$ cat src/rtl/vnorm_pkg.sv
package vnorm_pkg;

    // Field widths of one transaction.
    localparam int COMP_BITS = 16;
    localparam int MAG_BITS  = COMP_BITS + 1;
    localparam int SQ_BITS   = 2 * COMP_BITS;
    localparam int SUM_BITS  = SQ_BITS + 1;
    localparam int NUM_COMPS = 4;

    // Square root resolves one result bit per stage; the divider one quotient bit.
    localparam int SQRT_STEPS = MAG_BITS;
    localparam int DIV_STEPS  = COMP_BITS;
    localparam int NUM_BITS   = 2 * COMP_BITS - 1;

    localparam int DIM_BITS = 3;
    localparam logic [DIM_BITS-1:0] DIM_RESET = 3'd3;
    localparam logic [DIM_BITS-1:0] DIM_MIN   = 3'd2;
    localparam logic [DIM_BITS-1:0] DIM_MAX   = 3'd4;

    typedef logic [DIM_BITS-1:0] dim_t;

    typedef struct packed {
        logic signed [COMP_BITS-1:0] comp_x;
        logic signed [COMP_BITS-1:0] comp_y;
        logic signed [COMP_BITS-1:0] comp_z;
        logic signed [COMP_BITS-1:0] comp_w;
    } vec_in_t;

    typedef struct packed {
        logic signed [COMP_BITS-1:0] norm_x;
        logic signed [COMP_BITS-1:0] norm_y;
        logic signed [COMP_BITS-1:0] norm_z;
        logic signed [COMP_BITS-1:0] norm_w;
        logic [MAG_BITS-1:0]         magnitude;
        logic                        zero_vector;
    } vec_out_t;

endpackage

$ cat src/rtl/vnorm_div.sv
module vnorm_div (
    input  logic                             clk,
    input  logic [vnorm_pkg::COMP_BITS-1:0]  num,
    input  logic                             neg,
    input  logic                             kill,
    input  logic [vnorm_pkg::MAG_BITS-1:0]   divisor,
    output logic signed [vnorm_pkg::COMP_BITS-1:0] quotient
);
    import vnorm_pkg::*;

    localparam int CMP_BITS = NUM_BITS + 2;

    logic [NUM_BITS-1:0]  rem_reg  [0:DIV_STEPS];
    logic [COMP_BITS-1:0] quo_reg  [0:DIV_STEPS];
    logic [MAG_BITS-1:0]  dvs_reg  [0:DIV_STEPS];
    logic                 neg_reg  [0:DIV_STEPS];
    logic                 kill_reg [0:DIV_STEPS];
    logic signed [COMP_BITS-1:0] quotient_reg;
    logic signed [COMP_BITS-1:0] quotient_next;

    // Entry stage: the numerator is the magnitude of the component scaled to full scale.
    always_ff @(posedge clk)
    begin
        rem_reg[0]  <= NUM_BITS'({num, {(COMP_BITS-1){1'b0}}});
        quo_reg[0]  <= '0;
        dvs_reg[0]  <= divisor;
        neg_reg[0]  <= neg;
        kill_reg[0] <= kill;
    end

    // Restoring division, one quotient bit per stage, most significant first.
    for (genvar k = 0; k < DIV_STEPS; k++) begin : g_step
        localparam int BIT = DIV_STEPS - 1 - k;
        logic [CMP_BITS-1:0] shifted;
        logic                fits;

        assign shifted = CMP_BITS'(dvs_reg[k]) << BIT;
        assign fits    = CMP_BITS'(rem_reg[k]) >= shifted;

        always_ff @(posedge clk)
        begin
            rem_reg[k+1]  <= fits ? NUM_BITS'(CMP_BITS'(rem_reg[k]) - shifted) : rem_reg[k];
            quo_reg[k+1]  <= quo_reg[k] | (COMP_BITS'(fits) << BIT);
            dvs_reg[k+1]  <= dvs_reg[k];
            neg_reg[k+1]  <= neg_reg[k];
            kill_reg[k+1] <= kill_reg[k];
        end
    end

    // Zero the quotient for a zero vector, else apply the sign; a positive quotient saturates to the fractional range.
    always_comb
    begin
        if (kill_reg[DIV_STEPS])
            quotient_next = '0;
        else if (neg_reg[DIV_STEPS])
            quotient_next = COMP_BITS'(~quo_reg[DIV_STEPS] + 1'b1);
        else if (quo_reg[DIV_STEPS][COMP_BITS-1])
            quotient_next = {1'b0, {(COMP_BITS-1){1'b1}}};
        else
            quotient_next = quo_reg[DIV_STEPS];
    end

    always_ff @(posedge clk)
    begin
        quotient_reg <= quotient_next;
    end

    assign quotient = quotient_reg;

endmodule

$ cat config.mk
export PLATFORM = sky130hd
export DESIGN_NAME = vnorm_div
export DESIGN_NICKNAME = d
export VERILOG_FILES = /design/src/rtl/vnorm_pkg.sv /design/src/rtl/vnorm_div.sv
export SDC_FILE = /design/constraint.sdc
export NUM_CORES = 1
export LEC_CHECK = 0
export BUFFER_PORTS_ARGS = -buffer_cell sky130_fd_sc_hd__buf_2
export CORE_MARGIN = 2
export CORE_UTILIZATION = 30
export CTS_BUF_LIST = sky130_fd_sc_hd__clkbuf_2
export DETAILED_ROUTE_END_ITERATION = 8
export PLACE_DENSITY = 0.55
export SYNTH_ARGS = -nofsm -noshare
export SYNTH_HDL_FRONTEND = slang
export SYNTH_SLANG_ARGS = --single-unit
$ cat constraint.sdc
create_clock -name clk -period 6.25 [get_ports clk]
set_clock_uncertainty 0.05 [all_clocks]
set_input_delay 0.625 -clock clk [delete_from_list [all_inputs] [get_ports clk]]
set_output_delay 0.625 -clock clk [all_outputs]
set_load 0.05 [all_outputs]
# --- Yosys cells after proc, flatten, opt, wreduce, memory -nomap -nowiden ---
# Memory sizes are Yosys's and may differ from the RTL's.
# Cells that the tools add are included.
word_totals:
  register_bits: 16
  ram_bits: 1122
  output_inout_bits: 16
  wordCells: 74
  mem_count: 5
op_classes:
  n_addsub: 17
  n_lt_le_gt_ge: 16
  muxes: 18
  bitwise: 17
memory_table:
  columns: ["name", "depth", "word_bits", "read_ports", "rd_ports_with_merged_regs", "write_ports", "line_no", "text"]
  rows:
  - ["rem_reg", 17, 31, 16, 0, 17, "vnorm_div.sv:13", "logic [NUM_BITS-1:0] rem_reg [0:DIV_STEPS];"]
  - ["dvs_reg", 17, 17, 16, 0, 17, "vnorm_div.sv:15", "logic [MAG_BITS-1:0] dvs_reg [0:DIV_STEPS];"]
  - ["quo_reg", 17, 16, 17, 0, 17, "vnorm_div.sv:14", "logic [COMP_BITS-1:0] quo_reg [0:DIV_STEPS];"]
  - ["kill_reg", 17, 1, 17, 0, 17, "vnorm_div.sv:17", "logic kill_reg [0:DIV_STEPS];"]
  - ["neg_reg", 17, 1, 17, 0, 17, "vnorm_div.sv:16", "logic neg_reg [0:DIV_STEPS];"]
op_table:
  columns: ["cell", "count"]
  rows:
  - ["$mux W31", 16]
  - ["$sub A31 B31 Y31", 2]
  - ["$ge A31 B32 Y1", 1]
  - ["$ge A31 B17 Y1", 1]
  - ["$ge A31 B18 Y1", 1]
  - ["$ge A31 B19 Y1", 1]
  - ["$ge A31 B20 Y1", 1]
  - ["$ge A31 B21 Y1", 1]
  - ["$ge A31 B22 Y1", 1]
  - ["$ge A31 B23 Y1", 1]
  - ["$ge A31 B24 Y1", 1]
  - ["$ge A31 B25 Y1", 1]
  - ["$ge A31 B26 Y1", 1]
  - ["$ge A31 B27 Y1", 1]
  - ["$ge A31 B28 Y1", 1]
  - ["$ge A31 B29 Y1", 1]
  - ["$ge A31 B30 Y1", 1]
  - ["$ge A31 B31 Y1", 1]
  - ["$sub A31 B17 Y31", 1]
  - ["$sub A31 B18 Y31", 1]
  - ["$sub A31 B19 Y31", 1]
  - ["$sub A31 B20 Y31", 1]
  - ["$sub A31 B21 Y31", 1]
  - ["$sub A31 B22 Y31", 1]
  - ["28 further kinds", 28]

# --- Depth between registers and ports, before layout ---
# An unclocked memory read counts as a cell.
depth:
  word_depth: 4
  mapped_depth: 13
  depth_no_buf: 12

# --- Least setup slack after synthesis ---
# Ideal clock, no wire load.
synth_timing:
  path_kind: "register -> register"
  startpoint: "memory dvs_reg[0][1] (netlist bit)"
  endpoint: "memory rem_reg[0][55] (netlist bit)"
  arrival_ps: 2677
  t_required_ps: 6079
  setup_slack_ps: 3403
  path_stages_with_launch: 13
  synth_period_minus_slack_ps: 2847
  cell_sequence: "dfxtp_1 -> inv_1 -> ha_1 -> nor2b_1 -> o31a_1 -> o21ai_1 -> a21oi_1 -> o41ai_2 -> o21ai_1 -> o31a_1 -> buf_2 -> buf_2 -> mux2_2"
synth_rtl:
  columns: ["element", "line_no"]
  rows:
  - ["from (decl)", "vnorm_div.sv:15"]
  - ["to (decl)", "vnorm_div.sv:13"]

==> results.cfg <==
[worst_setup_path]
crit_fanout = 27
cp_slowest_stage_delay_ns = 0.77
start_kind = flip-flop
worstPathArrival_ns = 4.67
endpoint_kind = flip-flop
crit_required_ns = 7.41
path_cells = inv_1 -> fa_1 -> a21oi_1 -> o22ai_1 -> o211ai_1 -> a31oi_1 -> o2111ai_1 -> nand3b_1 -> mux2_2
critPathKind = flip-flop to flip-flop
cp_slowest_cell = nand3b_1

[drt]
routed_wl_um = 77430
wl_met2_um = 37410
first_pass_iters = 7
routed.top_layer = met4
drt-met1-wl_um = 34920
vias = 25763
via_per_inst = 4.596
route.met3.wl_um = 3226
drtAntennaViolNets = 0
post_drt_wl_per_cell_um = 13.81
drtIter0Drc = 1307
remaining_drc_errors = 0

[clocking]
numCtsBuffers = 194
clock_path_buffers = 3
postCtsSetupRepairBufs = 0
cts_sinks = 819
htree_num_levels = 4
insertion_delay_ns = 1.39
clk_pin_slew_ns = 0.10
cts_tree = done
ctsResizeCount = 0
cts_hold_buf = 70
cts-root-buf = clkbuf_2

[timing]
hold_viol = 0
finalSetupTns_ns = 0
worst_pin_slew_ns = 1.059
finalCritPeriodShare_pct = 56.12
rsz0062_at_grt = no
setup_viol = 0
post-route-min-period_ns = 3.508
hold_ws_ns = 0.2133
timing.fmax_mhz = 285.1
slew_viol_final = 0
relSlewSlack_pct = 29.18

[synth]
synth_flop_cell = dfxtp_1
yosysTopAreaCellShare_pct = 46.74
ys_seq_area_share_pct = 46.74
async_flop_share_pct = 0
yosys.area.top_type = dfxtp_1
syn_inst = 3676
synthesis.area_mm2 = 0.03508
yosysWarnings = 0
synth_area_leaders = dfxtp_1 47%, ha_1 9.7%, xnor2_1 4.0%
synth_fp_nets = 3998
ys_ff_latch = 819
synth_edf_count = 0
synth_cell_types = 85
syn_avg_cell_area_um2 = 9.542

[cells_and_area]
final_cell_mix = 819 x dfxtp_1, 352 x inv_1, 276 x nor2_1, 271 x ha_1
area_growth_pct = 12.71
nets = 4252
final_util_pct = 34.07
drive_gt1_share_pct = 11.94
largest_reg_flops = 361
fillers = 12056
final_common_cell = dfxtp_1

[global_route]
grt_max_degree = 39
grt_overflow = 0
grt_pass1_wl_um = 128200
antenna_found_initial = 3
track_usage_pct = 12.97
grt_pass1_vias = 25881

[job]
maxCapViolations = 0

[floorplan]
die_area_mm2 = 0.1197
start_util_pct = 30.23
fp.dieH_um = 345.9
fp.dieW_um = 345.9
io_pins = 52
core_mm2 = 0.1160
num_rows = 125

[placed_design]
dp_hpwl_um = 58250
gp_congestion = 0.8614
io_buffers = 51

[hold_path]
min_path_type = flip-flop to flip-flop

[power]
p_per_area_mw_per_mm2 = 484.4
leakagePower_nw = 17.47
irDropWorstVdd_mv = 0.2499

[status]
status = completed
-- per-layer routing --
| layer | track usage (%) | up-vias |
|---|---|---|
| met5 | 0 | - |
| met4 | 5.418 | 0 |
| met3 | 2.820 | 135 |
| met2 | 22.54 | 499 |
| met1 | 15.40 | 11759 |
| li1 | - | 13370 |
-- logic make-up (layout without fill, tap and decap cells) --
| logic type | after synthesis | in the layout | share of synthesized area, % |
|---|---|---|---|
| and+or+nand+nor | 907 | 907 | 12.45 |
| AOI/OAI and AO/OA | 862 | 862 | 15.57 |
| DFF | 819 | 819 | 46.74 |
| buffers and inverters | 426 | 828 | 4.637 |
| adders and majority gates | 286 | 286 | 10.52 |
| xor gates and xnor gates | 276 | 276 | 6.891 |
| muxes | 100 | 100 | 3.185 |
| other | 0 | 3 | 0 |
-- stage by stage --
stage          instances  area, um^2  setup WS (ns)  power [W]
2_1_floorplan       3676       35080          3.403    0.01382
3_3_place_gp        5188       37050          2.812    0.01570
3_5_place_dp        5188       37050          2.762    0.01574
4_1_cts             5602       39530          2.730    0.01936
5_1_grt             5605       39530          2.332    0.02082
6_report            5605       39530          2.742    0.01915
-- Yosys cell counts, types with 15 or more instances --
master and n:
nor2b_1 41, mux2_2 90, a211oi_1 34, o211ai_1 21, and2_1 16, nor3_1 70, ha_1 271, nand4_1 43
a31oi_1 24, o21ai_1 17, nor2_1 277, o21a_1 44, nand2b_1 32, and3_1 16, nand2_1 217, or3_1 38
a21o_1 78, inv_1 352, a21oi_1 264, fa_1 15, o31ai_1 20, o21bai_1 28, dfxtp_1 819, o21ai_0 200
nor4_1 27, xnor2_1 162, xor2_1 114, or2_2 15, nand3_1 66, o31a_1 15, clkbuf_1 53
-- report_power, final --
group	internal [W]	switching (W)
logic	0.00367	0.00436
registers	0.00669	0.000986
clock network	0.00134	0.00211
-- area by class of cell --
cell class | count | area (um^2) | area share (%)
Timing Repair Buffer | 130 | 1023 | 2.589
Clock inverter | 80 | 459.2 | 1.162
Sequential cell | 819 | 16400 | 41.47
Antenna cell | 3 | 7.507 | 0.01899
Multi-Input combinational cell | 2431 | 17090 | 43.23
Clock buffer | 264 | 1321 | 3.342
Inverter | 354 | 1329 | 3.361
Tap cell | 1524 | 1907 | 4.823
-- worst paths after layout --
path / start / endpoint / slack, ns / cells past startpoint
max: dvs_reg[0][68] / rem_reg[0][167] / 2.74 / 9
min: quo_reg[11][10] / quo_reg[12][10] / 0.21 / 0
max reg2reg: dvs_reg[0][68] / rem_reg[0][167] / 2.74 / 9
min reg2reg: quo_reg[11][10] / quo_reg[12][10] / 0.21 / 0
-- worst max-delay path, delay by kind of cell, from the launching register on --
kind / cells / cell delay, ns
multiplexers: 1 / 0.56
AND/OR/NAND/NOR: 1 / 0.77
buffers and inverters: 1 / 0.08
adder cells (fa/ha/maj): 1 / 0.45
flip-flops: 1 / 0.36
AO/OA/AOI/OAI: 5 / 1.09
(Power assumes the default switching activity.)
